`src/pspec_pkg.sv`:
```
`timescale 1ns / 1ps

package pspec_pkg;

  // default counter width for field width and precision
  localparam int DEF_COUNT_BITS = 16;

  // digit conversion
  localparam logic [7:0] DIGIT_BASE = 8'h30;
  localparam int         RADIX      = 10;

  // characters the parser recognizes
  localparam logic [7:0] CH_NUL   = 8'h00;
  localparam logic [7:0] CH_MINUS = 8'h2D;
  localparam logic [7:0] CH_PLUS  = 8'h2B;
  localparam logic [7:0] CH_SPACE = 8'h20;
  localparam logic [7:0] CH_HASH  = 8'h23;
  localparam logic [7:0] CH_ZERO  = 8'h30;
  localparam logic [7:0] CH_NINE  = 8'h39;
  localparam logic [7:0] CH_STAR  = 8'h2A;
  localparam logic [7:0] CH_DOT   = 8'h2E;
  localparam logic [7:0] CH_H     = 8'h68;
  localparam logic [7:0] CH_L     = 8'h6C;
  localparam logic [7:0] CH_J     = 8'h6A;
  localparam logic [7:0] CH_Z     = 8'h7A;
  localparam logic [7:0] CH_T     = 8'h74;
  localparam logic [7:0] CH_CAP_L = 8'h4C;

  // length modifier codes
  localparam logic [3:0] LEN_INT     = 4'd0;
  localparam logic [3:0] LEN_CHAR    = 4'd1;
  localparam logic [3:0] LEN_SHORT   = 4'd2;
  localparam logic [3:0] LEN_LONG    = 4'd3;
  localparam logic [3:0] LEN_LLONG   = 4'd4;
  localparam logic [3:0] LEN_INTMAX  = 4'd5;
  localparam logic [3:0] LEN_SIZE    = 4'd6;
  localparam logic [3:0] LEN_PTRDIFF = 4'd7;
  localparam logic [3:0] LEN_LDOUBLE = 4'd8;

  // parse phases
  typedef enum logic [2:0] {
    PH_FLAGS  = 3'd0,
    PH_WDIG   = 3'd1,
    PH_WDONE  = 3'd2,
    PH_PSTART = 3'd3,
    PH_PDIG   = 3'd4,
    PH_PDONE  = 3'd5,
    PH_LEN    = 3'd6
  } phase_t;

  // flags collected so far
  typedef struct packed {
    logic lj;
    logic sign;
    logic space;
    logic alt;
    logic zero;
    logic wg;
    logic pg;
  } flags_t;

  // parser control state
  typedef struct packed {
    phase_t     phase;
    flags_t     flags;
    logic       sat;
    logic [3:0] len;
  } ctl_t;

  // one finished spec
  typedef struct packed {
    logic        left_justify;
    logic        show_sign;
    logic        space_sign;
    logic        alt_form;
    logic        zero_pad;
    logic        width_given;
    logic [15:0] min_width;
    logic        prec_given;
    logic [15:0] precision;
    logic [3:0]  length_code;
    logic [7:0]  end_char;
    logic        saturated;
  } res_t;

  // length modifier letter to code, int when not a modifier
  function automatic logic [3:0] length_of(input logic [7:0] c);
    logic [3:0] lc;
    unique case (c)
      CH_H:     lc = LEN_SHORT;
      CH_L:     lc = LEN_LONG;
      CH_J:     lc = LEN_INTMAX;
      CH_Z:     lc = LEN_SIZE;
      CH_T:     lc = LEN_PTRDIFF;
      CH_CAP_L: lc = LEN_LDOUBLE;
      default:  lc = LEN_INT;
    endcase
    return lc;
  endfunction

endpackage

```
`src/pspec_step.sv`:
```
`timescale 1ns / 1ps

module pspec_step #(
  parameter int COUNT_BITS = pspec_pkg::DEF_COUNT_BITS
) (
  input  logic [7:0]            ch,
  input  logic signed [31:0]    star_value,
  input  pspec_pkg::ctl_t       ctl,
  input  logic [COUNT_BITS-1:0] width_acc,
  input  logic [COUNT_BITS-1:0] prec_acc,
  output pspec_pkg::ctl_t       ctl_next,
  output logic [COUNT_BITS-1:0] width_next,
  output logic [COUNT_BITS-1:0] prec_next,
  output logic                  emit,
  output pspec_pkg::res_t       res
);

  localparam int SumW = COUNT_BITS + 4;

  logic                  is_digit;
  logic [3:0]            dval;
  logic [SumW-1:0]       wd_sum;
  logic [SumW-1:0]       pd_sum;
  logic                  wd_sat;
  logic                  pd_sat;
  logic [COUNT_BITS-1:0] wd_val;
  logic [COUNT_BITS-1:0] pd_val;
  logic                  star_neg;
  logic [31:0]           star_mag;
  logic                  star_sat;
  logic [COUNT_BITS-1:0] star_val;
  logic [3:0]            lc;
  logic                  taken;

  // digit classification
  assign is_digit = (ch >= pspec_pkg::CH_ZERO) && (ch <= pspec_pkg::CH_NINE);
  assign dval     = 4'(ch - pspec_pkg::DIGIT_BASE);

  // multiply-by-ten accumulate with saturation
  assign wd_sum = SumW'(SumW'(width_acc) * SumW'(pspec_pkg::RADIX) + SumW'(dval));
  assign pd_sum = SumW'(SumW'(prec_acc) * SumW'(pspec_pkg::RADIX) + SumW'(dval));
  assign wd_sat = |wd_sum[SumW-1:COUNT_BITS];
  assign pd_sat = |pd_sum[SumW-1:COUNT_BITS];
  assign wd_val = wd_sat ? '1 : wd_sum[COUNT_BITS-1:0];
  assign pd_val = pd_sat ? '1 : pd_sum[COUNT_BITS-1:0];

  // star argument magnitude, clamped to the counter range
  assign star_neg = star_value[31];
  assign star_mag = star_neg ? 32'(-star_value) : 32'(star_value);
  assign star_sat = |(star_mag >> COUNT_BITS);
  assign star_val = star_sat ? '1 : star_mag[COUNT_BITS-1:0];

  assign lc = pspec_pkg::length_of(ch);

  // next state decode
  always_comb begin
    ctl_next   = ctl;
    width_next = width_acc;
    prec_next  = prec_acc;
    taken      = 1'b0;

    unique case (ctl.phase)
      pspec_pkg::PH_FLAGS: begin
        taken = 1'b1;
        if (ch == pspec_pkg::CH_MINUS) begin
          ctl_next.flags.lj = 1'b1;
        end else if (ch == pspec_pkg::CH_PLUS) begin
          ctl_next.flags.sign = 1'b1;
        end else if (ch == pspec_pkg::CH_SPACE) begin
          ctl_next.flags.space = 1'b1;
        end else if (ch == pspec_pkg::CH_HASH) begin
          ctl_next.flags.alt = 1'b1;
        end else if (ch == pspec_pkg::CH_ZERO) begin
          ctl_next.flags.zero = 1'b1;
        end else if (ch == pspec_pkg::CH_STAR) begin
          ctl_next.flags.wg = 1'b1;
          if (star_neg) begin
            ctl_next.flags.lj = 1'b1;
          end
          width_next     = star_val;
          ctl_next.sat   = ctl.sat | star_sat;
          ctl_next.phase = pspec_pkg::PH_WDONE;
        end else if (is_digit) begin
          ctl_next.flags.wg = 1'b1;
          width_next     = wd_val;
          ctl_next.sat   = ctl.sat | wd_sat;
          ctl_next.phase = pspec_pkg::PH_WDIG;
        end else if (ch == pspec_pkg::CH_DOT) begin
          ctl_next.flags.pg   = 1'b1;
          ctl_next.flags.zero = 1'b0;
          prec_next      = '0;
          ctl_next.phase = pspec_pkg::PH_PSTART;
        end else begin
          taken = 1'b0;
        end
      end
      pspec_pkg::PH_WDIG: begin
        if (is_digit) begin
          width_next   = wd_val;
          ctl_next.sat = ctl.sat | wd_sat;
          taken        = 1'b1;
        end else if (ch == pspec_pkg::CH_DOT) begin
          ctl_next.flags.pg   = 1'b1;
          ctl_next.flags.zero = 1'b0;
          prec_next      = '0;
          ctl_next.phase = pspec_pkg::PH_PSTART;
          taken          = 1'b1;
        end
      end
      pspec_pkg::PH_WDONE: begin
        if (ch == pspec_pkg::CH_DOT) begin
          ctl_next.flags.pg   = 1'b1;
          ctl_next.flags.zero = 1'b0;
          prec_next      = '0;
          ctl_next.phase = pspec_pkg::PH_PSTART;
          taken          = 1'b1;
        end
      end
      pspec_pkg::PH_PSTART: begin
        if (ch == pspec_pkg::CH_STAR) begin
          // negative star precision drops the precision
          if (star_neg) begin
            ctl_next.flags.pg = 1'b0;
          end else begin
            prec_next    = star_val;
            ctl_next.sat = ctl.sat | star_sat;
          end
          ctl_next.phase = pspec_pkg::PH_PDONE;
          taken          = 1'b1;
        end else if (is_digit) begin
          prec_next      = pd_val;
          ctl_next.sat   = ctl.sat | pd_sat;
          ctl_next.phase = pspec_pkg::PH_PDIG;
          taken          = 1'b1;
        end
      end
      pspec_pkg::PH_PDIG: begin
        if (is_digit) begin
          prec_next    = pd_val;
          ctl_next.sat = ctl.sat | pd_sat;
          taken        = 1'b1;
        end
      end
      pspec_pkg::PH_LEN: begin
        // hh and ll
        if (ctl.len == pspec_pkg::LEN_SHORT && ch == pspec_pkg::CH_H) begin
          ctl_next.len = pspec_pkg::LEN_CHAR;
          taken        = 1'b1;
        end else if (ctl.len == pspec_pkg::LEN_LONG && ch == pspec_pkg::CH_L) begin
          ctl_next.len = pspec_pkg::LEN_LLONG;
          taken        = 1'b1;
        end
      end
      default: begin
        taken = 1'b0;
      end
    endcase

    // length modifier may start from any phase before it
    if (!taken && ctl.phase != pspec_pkg::PH_LEN && lc != pspec_pkg::LEN_INT) begin
      ctl_next.len   = lc;
      ctl_next.phase = pspec_pkg::PH_LEN;
      taken          = 1'b1;
    end

    // spec ends: clear everything for the next one
    if (!taken) begin
      ctl_next.phase = pspec_pkg::PH_FLAGS;
      ctl_next.flags = '0;
      ctl_next.sat   = 1'b0;
      ctl_next.len   = pspec_pkg::LEN_INT;
      width_next     = '0;
      prec_next      = '0;
    end
  end

  assign emit = !taken;

  // result fields from the state the ending character finds
  always_comb begin
    res.left_justify = ctl.flags.lj;
    res.show_sign    = ctl.flags.sign;
    res.space_sign   = ctl.flags.space & ~ctl.flags.sign;
    res.alt_form     = ctl.flags.alt;
    res.zero_pad     = ctl.flags.zero;
    res.width_given  = ctl.flags.wg;
    res.min_width    = 16'(width_acc);
    res.prec_given   = ctl.flags.pg;
    res.precision    = ctl.flags.pg ? 16'(prec_acc) : 16'd0;
    res.length_code  = ctl.len;
    res.end_char     = ch;
    res.saturated    = ctl.sat;
  end

endmodule

```
`src/printf_spec_parser.sv`:
```
`timescale 1ns / 1ps

// channel | signals                          | item
// --------+----------------------------------+-----------------------------------------
// in      | in_valid, in_ready               | ch, star_value
// out     | out_valid, out_ready             | spec fields, zero or one per in item
//
// One character per cycle: an item goes into the input register, then one pass of
// decode and multiply-by-ten accumulate updates the parse state and loads the result
// register; out_valid rises when the ending character moves from the input register into the result register.
// Reset clears the parse state to the flags phase and empties both registers.
// A stalled result only blocks characters that end a spec; the rest keep flowing.

module printf_spec_parser #(
  parameter int COUNT_BITS = pspec_pkg::DEF_COUNT_BITS
) (
  input  logic               clk,
  input  logic               rst,
  input  logic               in_valid,
  output logic               in_ready,
  input  logic [7:0]         ch,
  input  logic signed [31:0] star_value,
  output logic               out_valid,
  input  logic               out_ready,
  output logic               left_justify,
  output logic               show_sign,
  output logic               space_sign,
  output logic               alt_form,
  output logic               zero_pad,
  output logic               width_given,
  output logic [15:0]        min_width,
  output logic               prec_given,
  output logic [15:0]        precision,
  output logic [3:0]         length_code,
  output logic [7:0]         end_char,
  output logic               saturated
);

  logic                  item_valid;
  logic [7:0]            item_ch;
  logic signed [31:0]    item_star;
  pspec_pkg::ctl_t       ctl;
  pspec_pkg::ctl_t       ctl_next;
  logic [COUNT_BITS-1:0] width_acc;
  logic [COUNT_BITS-1:0] width_acc_next;
  logic [COUNT_BITS-1:0] prec_acc;
  logic [COUNT_BITS-1:0] prec_acc_next;
  logic                  emit;
  logic                  advance;
  pspec_pkg::res_t       res;

  // parse step
  pspec_step #(
    .COUNT_BITS (COUNT_BITS)
  ) u_step (
    .ch         (item_ch),
    .star_value (item_star),
    .ctl        (ctl),
    .width_acc  (width_acc),
    .prec_acc   (prec_acc),
    .ctl_next   (ctl_next),
    .width_next (width_acc_next),
    .prec_next  (prec_acc_next),
    .emit       (emit),
    .res        (res)
  );

  // held item moves on unless it ends a spec while the result register is full and out_ready is low
  assign advance  = item_valid && (!emit || !out_valid || out_ready);
  assign in_ready = !item_valid || advance;

  // input register
  always_ff @(posedge clk) begin
    if (rst) begin
      item_valid <= 1'b0;
    end else if (in_ready) begin
      item_valid <= in_valid;
    end
  end

  always_ff @(posedge clk) begin
    if (in_valid && in_ready) begin
      item_ch   <= ch;
      item_star <= star_value;
    end
  end

  // parse state
  always_ff @(posedge clk) begin
    if (rst) begin
      ctl       <= '{phase: pspec_pkg::PH_FLAGS, flags: '0, sat: 1'b0,
                     len: pspec_pkg::LEN_INT};
      width_acc <= '0;
      prec_acc  <= '0;
    end else if (advance) begin
      ctl       <= ctl_next;
      width_acc <= width_acc_next;
      prec_acc  <= prec_acc_next;
    end
  end

  // result register
  always_ff @(posedge clk) begin
    if (rst) begin
      out_valid <= 1'b0;
    end else if (advance && emit) begin
      out_valid <= 1'b1;
    end else if (out_ready) begin
      out_valid <= 1'b0;
    end
  end

  always_ff @(posedge clk) begin
    if (advance && emit) begin
      left_justify <= res.left_justify;
      show_sign    <= res.show_sign;
      space_sign   <= res.space_sign;
      alt_form     <= res.alt_form;
      zero_pad     <= res.zero_pad;
      width_given  <= res.width_given;
      min_width    <= res.min_width;
      prec_given   <= res.prec_given;
      precision    <= res.precision;
      length_code  <= res.length_code;
      end_char     <= res.end_char;
      saturated    <= res.saturated;
    end
  end

endmodule
```
`config.mk`:
```
export PLATFORM = sky130hd
export DESIGN_NAME = printf_spec_parser
export DESIGN_NICKNAME = d
export VERILOG_FILES = /design/src/pspec_pkg.sv /design/src/pspec_step.sv /design/src/printf_spec_parser.sv
export SDC_FILE = /design/constraint.sdc
export NUM_CORES = 1
export LEC_CHECK = 0
export BUFFER_PORTS_ARGS = -buffer_cell sky130_fd_sc_hd__buf_2
export CORE_ASPECT_RATIO = 0.9
export CORE_MARGIN = 3
export CORE_UTILIZATION = 50
export CTS_CLUSTER_DIAMETER = 150
export DETAILED_ROUTE_END_ITERATION = 12
export GPL_ROUTABILITY_DRIVEN = 0
export GPL_TIMING_DRIVEN = 1
export MAX_ROUTING_LAYER = met4
export PLACE_DENSITY = 0.69
export SLEW_MARGIN = 25
export SYNTH_ARGS = -nofsm -noshare
export SYNTH_HDL_FRONTEND = slang
export SYNTH_HIERARCHICAL = 1
export SYNTH_SLANG_ARGS = --single-unit
```
`constraint.sdc`:
```
create_clock -name clk -period 16.4 [get_ports clk]
set_input_delay 1.64 -clock clk [delete_from_list [all_inputs] [get_ports clk]]
set_output_delay 1.64 -clock clk [all_outputs]
set_load 0.1 [all_outputs]
```
# Word-level counts from Yosys, hierarchy flattened
# Cells that the tools add are included.
[classes] reduce_logical=33 addsub=4 eq_ne=62 n_mux=93 n_shift=0 n_div=0 mul=2 n_lt_le_gt_ge=2 bitwise_logic=5
[ops] cell="16-bit 2-to-1 mux" count=23
[ops] cell="16-bit one-hot mux with 5 select lines" count=1
[ops] cell="8-bit by 6-bit equality test with 1-bit output (second input constant)" count=7
[ops] cell="3-bit != test (second input constant)" count=17
[ops] cell="8-bit by 7-bit equality test with 1-bit output (second input constant)" count=6
[ops] cell="20-bit by 4-bit adder with 20-bit output" count=2
[ops] cell="4-bit 2-to-1 mux" count=10
[ops] cell="4-bit != test (second input constant)" count=10
[ops] cell="16-bit by 3-bit multiplier with 19-bit output (second input constant)" count=2
[ops] cell="1-bit 2-to-1 mux" count=38
[ops] cell="32-bit 2-to-1 mux" count=1
[ops] cell="32-bit negator" count=1
[ops] cell="16-bit one-hot mux with 2 select lines" count=1
[ops] cell="3-bit 2-to-1 mux" count=9
[ops] cell="4-bit one-hot mux with 6 select lines" count=1
[ops] cell="8-bit AND reduction" count=3
[ops] cell="2-bit != test (second input constant)" count=9
[ops] cell="9-bit AND reduction" count=2
[ops] cell="16-bit OR reduction" count=1
[ops] cell="15-bit 2-to-1 mux" count=1
[ops] cell="7-bit AND reduction" count=2
[ops] cell="6-bit != test (second input constant)" count=2
[ops] cell="3-bit one-hot mux with 4 select lines" count=1
[ops] cell="5-bit != test (second input constant)" count=2
[ops] cell="other kinds (30)" count=49
[word_totals] elab_cells=229 output_inout_bits=54 n_memories=0 ff_bits=141 in_bits=44 latch_bits=0 mem_bits_ro=0 mem_bits_rw=0

# Longest topological paths before layout
[logic_depth] depth_word=19 depth_mapped=18 depth_no_buf=16

# Cells and area by module
# The synthesis kept the hierarchy.
[modules_own_cells] module="pspec_step" n_inst=1 area_each_um2=5998.3 seq_area_each_um2=0.0 cells_per_inst=934
[modules_own_cells] module="printf_spec_parser" n_inst=1 area_each_um2=4957.3 seq_area_each_um2=3743.6 cells_per_inst=306

# Worst setup path before layout
# No wires, ideal clock.
[synth_path] path_kind="reg2reg" start="register item_ch[4]" end="register item_ch[0] (enable)" period_less_slack_ps=5590 t_required_ps=15938 slack_ps=10810 setup_ps=462 arrival_time_ps=5128 path_buffers=4 stages_incl_launch_ff=13 path_cell_list="edfxtp_1 > clkbuf_1 > or4b_1 > nor2_1 > nand4_1 > a221o_1 > and3_1 > clkbuf_1 > nand2_1 > inv_1 > clkbuf_1 > buf_1 > a31oi_1"
[synth_between] elab_chain_len=19 elab_cells_between_ends=42 cone_classes="order compare (2); eq/ne (13); mux (15); reduce/logical (12)"
[synth_rtl] item="start, declared" line="printf_spec_parser.sv:40" source="logic [7:0] item_ch;"
[synth_rtl] item="start signal, assigned" line="printf_spec_parser.sv:83" source="item_ch <= ch;"
[synth_rtl] item="8-bit by 6-bit >= comparator with 1-bit output (tied with other cells)" line="pspec_step.sv:36" source="assign is_digit = (ch >= pspec_pkg::CH_ZERO) && (ch <= pspec_pkg::CH_NINE);"
[synth_rtl] item="1-bit logical AND or 1-bit 2-to-1 mux (tied branches)"
[synth_rtl] item="1-bit 2-to-1 mux" line="pspec_step.sv:98" source="if (is_digit) begin"
[synth_rtl] item="1-bit 2-to-1 mux" line="pspec_step.sv:75" source="end else if (ch == pspec_pkg::CH_STAR) begin"
[synth_rtl] item="1-bit 2-to-1 mux" line="pspec_step.sv:73" source="end else if (ch == pspec_pkg::CH_ZERO) begin"
[synth_rtl] item="1-bit 2-to-1 mux" line="pspec_step.sv:71" source="end else if (ch == pspec_pkg::CH_HASH) begin"
[synth_rtl] item="1-bit 2-to-1 mux" line="pspec_step.sv:69" source="end else if (ch == pspec_pkg::CH_SPACE) begin"
[synth_rtl] item="1-bit 2-to-1 mux" line="pspec_step.sv:67" source="end else if (ch == pspec_pkg::CH_PLUS) begin"
[synth_rtl] item="1-bit 2-to-1 mux" line="pspec_step.sv:65" source="if (ch == pspec_pkg::CH_MINUS) begin"
[synth_rtl] item="1-bit one-hot mux with 6 select lines" line="pspec_step.sv:62" source="unique case (ctl.phase)"
[synth_rtl] item="1-bit zero test" line="pspec_step.sv:160" source="if (!taken && ctl.phase != pspec_pkg::PH_LEN && lc != pspec_pkg::LEN_INT) begin"
[synth_rtl] item="1-bit logical AND (2 in series)" line="pspec_step.sv:160"
[synth_rtl] item="1-bit 2-to-1 mux *" line="pspec_step.sv:160"
[synth_rtl] item="1-bit logical OR * (2 in series)" line="printf_spec_parser.sv:69" source="assign advance = item_valid && (!emit || !out_valid || out_ready);"
[synth_rtl] item="1-bit logical AND *" line="printf_spec_parser.sv:69"
[synth_rtl] item="1-bit logical OR *" line="printf_spec_parser.sv:70" source="assign in_ready = !item_valid || advance;"
[synth_rtl] item="1-bit logical AND *" line="printf_spec_parser.sv:82" source="if (in_valid && in_ready) begin"
# Mark *: on every way between the ends. The rest lies on a longest branch, timed or not.
# A chain may end at the register's enable or synchronous reset.

# Worst setup path in the final report
[layout_path] start="register item_ch[4]" end="output in_ready"
[layout_between] elab_chain_len=18 elab_cells_between_ends=41 cone_classes="order compare (2); eq/ne (13); mux (15); reduce/logical (11)"
[layout_rtl] item="8-bit by 6-bit >= comparator with 1-bit output (tied with other cells)" line="pspec_step.sv:36"
[layout_rtl] item="1-bit logical AND or 1-bit 2-to-1 mux (tied branches)"
[layout_rtl] item="1-bit 2-to-1 mux" line="pspec_step.sv:98"
[layout_rtl] item="1-bit 2-to-1 mux" line="pspec_step.sv:75"
[layout_rtl] item="1-bit 2-to-1 mux" line="pspec_step.sv:73"
[layout_rtl] item="1-bit 2-to-1 mux" line="pspec_step.sv:71"
[layout_rtl] item="1-bit 2-to-1 mux" line="pspec_step.sv:69"
[layout_rtl] item="1-bit 2-to-1 mux" line="pspec_step.sv:67"
[layout_rtl] item="1-bit 2-to-1 mux" line="pspec_step.sv:65"
[layout_rtl] item="1-bit one-hot mux with 6 select lines" line="pspec_step.sv:62"
[layout_rtl] item="1-bit zero test" line="pspec_step.sv:160"
[layout_rtl] item="1-bit logical AND (2 in series)" line="pspec_step.sv:160"
[layout_rtl] item="1-bit 2-to-1 mux *" line="pspec_step.sv:160"
[layout_rtl] item="1-bit logical OR * (2 in series)" line="printf_spec_parser.sv:69"
[layout_rtl] item="1-bit logical AND *" line="printf_spec_parser.sv:69"
[layout_rtl] item="1-bit logical OR *" line="printf_spec_parser.sv:70"
[layout_rtl] item="end, declared" line="printf_spec_parser.sv:20" source="output logic in_ready,"
# Marked as above.

==> out/results.tsv <==
stage	metric	value	unit
synthesis	synth_nets	1351	
sta	worstMarginPinSlew	837	ps
clocking	htree_num_levels	4	
synthesis	ys_seq_elements	141	
synthesis	syn_area	11000	um^2
synthesis	synthFlopType	edfxtp_1	
grt	overflow	0	
drt	viasPerCell	6.29	
clocking	clkTransAtPathRegs	70	ps
finish	drive_above_1_share	0.124	
floorplan	rows	50	
power	clockPowerShare	0.448	
power	internal_power	0.663	mW
min_path	holdPathStages	0	
clocking	ctsHoldBuffers	0	
synthesis	ys_warn_count	6	
drt	route.final.wire_length	30500	um
sta	hold_viol_final	0	
synthesis	netlist-cell-type-count	82	
flow_run	drv_cap	0	
clocking	clock_latency	440	ps
grt	grt_usage	0.261	
synthesis	syn_inst	1240	
synthesis	synth.most_common_cell	nand2b_1	
drt	ant_nets	0	
sta	period_share	0.356	
floorplan	die_w	162	um
grt	antenna_found_initial	0	
clocking	clk_path_buf_depth	2	
worst_setup_path	r2r_cells	11	
placed_design	port_buffers	97	
placed_design	dp_hpwl	21500	um
sta	rsz0062_at_grt	no	
synthesis	synthTopCellsByArea	edfxtp_1 25%, dfxtp_1 9.0%, ha_1 7.2%, nand2b_1 5.8%, mux2i_1 4.7%	
clocking	cts-buffers-inserted	17	
worst_setup_path	criticalPathCategory	flip-flop to output port	
finish	antenna_cells	0	
sta	finalSetupViolCount	0	
worst_setup_path	setup.worst_path.start_class	flip-flop	
power	vdd_drop_max	108	uV
floorplan	core_area	21100	um^2
clocking	cts-root-buf	clkbuf_16	
synthesis	ys_top_cells_by_count	101 x nand2b_1, 92 x edfxtp_1, 84 x nand2_1	
worst_setup_path	critPathArrivalTime	4200	ps
clocking	clock_sinks	141	
power	power.density	77.1	nW/um^2
grt	grt_max_degree	97	
worst_setup_path	reg2reg_to	precision[1]	
synthesis	avgSynthCellArea	8.84	um^2
sta	whs	480	ps
sta	max_freq	171	MHz
power	p_leak	4.42	nW
clocking	cts_setup_buffers	0	
drt	vias	9845	
sta	max-slew-margin-rel	0.427	
clocking	cts_tree	done	
drt	dr.pass1.iters	6	
sta	drv_slew	0	
drt	wl_per_cell	19.5	um
drt	drt_iter0_markers	1270	
run_status	outcome	complete, no violations	
worst_setup_path	ff2ff_setup_slack	11030	ps
floorplan	die_h	146	um
synthesis	synth_edf_count	92	
floorplan	start_util	0.518	
synthesis	postSynth.asyncResetShare	0	
grt	grt_pass1_vias	8887	
sta	fin_crit	5840	ps
worst_setup_path	cp_data_required_time	14760	ps
floorplan	num_io_pins	98	
power	p_comb_frac	0.115	
floorplan	die-area	23700	um^2
worst_setup_path	critPathMaxFanout	18	
power	swShare	0.282	
worst_setup_path	critPathCaptureType	output port	
sta	tns	0	ps
power	p_switching	0.261	mW
synthesis	synth_top_area_cell	edfxtp_1	
min_path	hold_end	width_given	
finish	area_growth	9.32	%
drt	drc	0	
worst_setup_path	rr_startpoint	item_ch[4]	
finish	final_nets	1378	
clocking	ctsResizeCount	0	
synthesis	synth_top_area_frac	0.252	
min_path	hold_class	flip-flop to flip-flop	
grt	grt_pass1_wl	48500	um
synthesis	synth_seq_area_share	0.342	
sta	finClkSkew	13.5	ps
power	pwr-share-seq	0.438	
min_path	hold_start	ctl[6]	
layout make-up:
type                       count  area, um^2
clock buffer                  17         425
clock inverter                15         203
fill                        1943        9170
inverter                      35         131
multi-input combinational    965        6550
sequential                   141        3740
tap                          286         358
timing repair buffer         107         563
critical path: stages, from the launching register on:
cell	delay, ps
edfxtp_1	550
or4b_1	620
nor2_1	160
nand4_1	340
a221o_1	420
and3_1	220
nand2_1	500
inv_1	320
nand3_1	190
buf_2	440
registers in the layout, summed over array words and instances, names as in the netlist:
| register | count |
|---|---|
| ctl | 15 |
| prec_acc | 16 |
| prec_given | 1 |
| space_sign | 1 |
| end_char | 8 |
| item_star | 32 |
| show_sign | 1 |
| width_given | 1 |
| out_valid | 1 |
| saturated | 1 |
| length_code | 4 |
| min_width | 16 |
| item_ch | 8 |
| alt_form | 1 |
| precision | 16 |
| item_valid | 1 |
| zero_pad | 1 |
| left_justify | 1 |
| width_acc | 16 |
through the flow:
stage	area [um^2]	worst slack (ps)	instances	total power, mW	utilization
finish	12000	10560	1566	0.924	0.566
global route	12000	10200	1566	0.953	0.566
CTS	12000	10640	1566	0.931	0.566
detailed placement	11300	11100	1534	0.516	0.537
global placement	11300	11230	1534	0.515	0.536
floorplan	11000	10810	1240	0.492	-
per-layer routing:
layer  vias up  global-route usage  wire, um
met1      4559               0.388     14100
met2       569               0.359     12700
met5         -                   -         0
met3        63              0.0530      3090
li1       4654                   -         -
met4         0              0.0691       643
cell usage in the layout, fill, tap and decap left out, drive strengths merged, types with 7 or more instances in the layout:
cell type and count:
a211oi 8, nor3b 7, or3 11, o221ai 12, clkbuf 17, mux2i 51
xor2 26, or4 10, a21oi 83, and2 31, nand3 32, nand2 84
a31oi 27, and3 9, nor2b 13, nand4 14, nor2 79, nor4 22
nor3 26, a22oi 10, inv 42, o21ai 78, o22ai 8, o31ai 13
dfxtp 49, xnor2 31, ha 63, a21o 12, o41ai 7, edfxtp 92
nand2b 101, buf 107
how the worst max path moves through the flow:
stage          depth (start not counted)        from         end  slack (ps)
2_1_floorplan                         12  item_ch[4]  item_ch[0]       10810
3_3_place_gp                           9  item_ch[4]    in_ready       11230
3_5_place_dp                           9  item_ch[4]    in_ready       11100
4_1_cts                                9  item_ch[4]    in_ready       10640
5_1_grt                               10  item_ch[5]    in_ready       10200
6_report                               9  item_ch[4]    in_ready       10560
power by group through the flow:
stage / Sequential [mW] / Combinational [mW] / Clock [mW]
after global routing: 0.406 / 0.112 / 0.436
after floorplan: 0.446 / 0.0460 / 0
after global placement: 0.411 / 0.104 / 0
after detailed placement: 0.411 / 0.105 / 0
final: 0.404 / 0.106 / 0.413
after CTS: 0.404 / 0.105 / 0.422
logic make-up after synthesis:
family	Yosys count	synth area share
AOI/OAI and AO/OA	327	0.194
xor gates and xnor gates	57	0.0456
adders and majority gates	67	0.0793
buffers and inverters	134	0.0627
DFF	141	0.342
muxes	52	0.0476
and+or+nand+nor	462	0.230
Power figures use the tool's default switching activity.
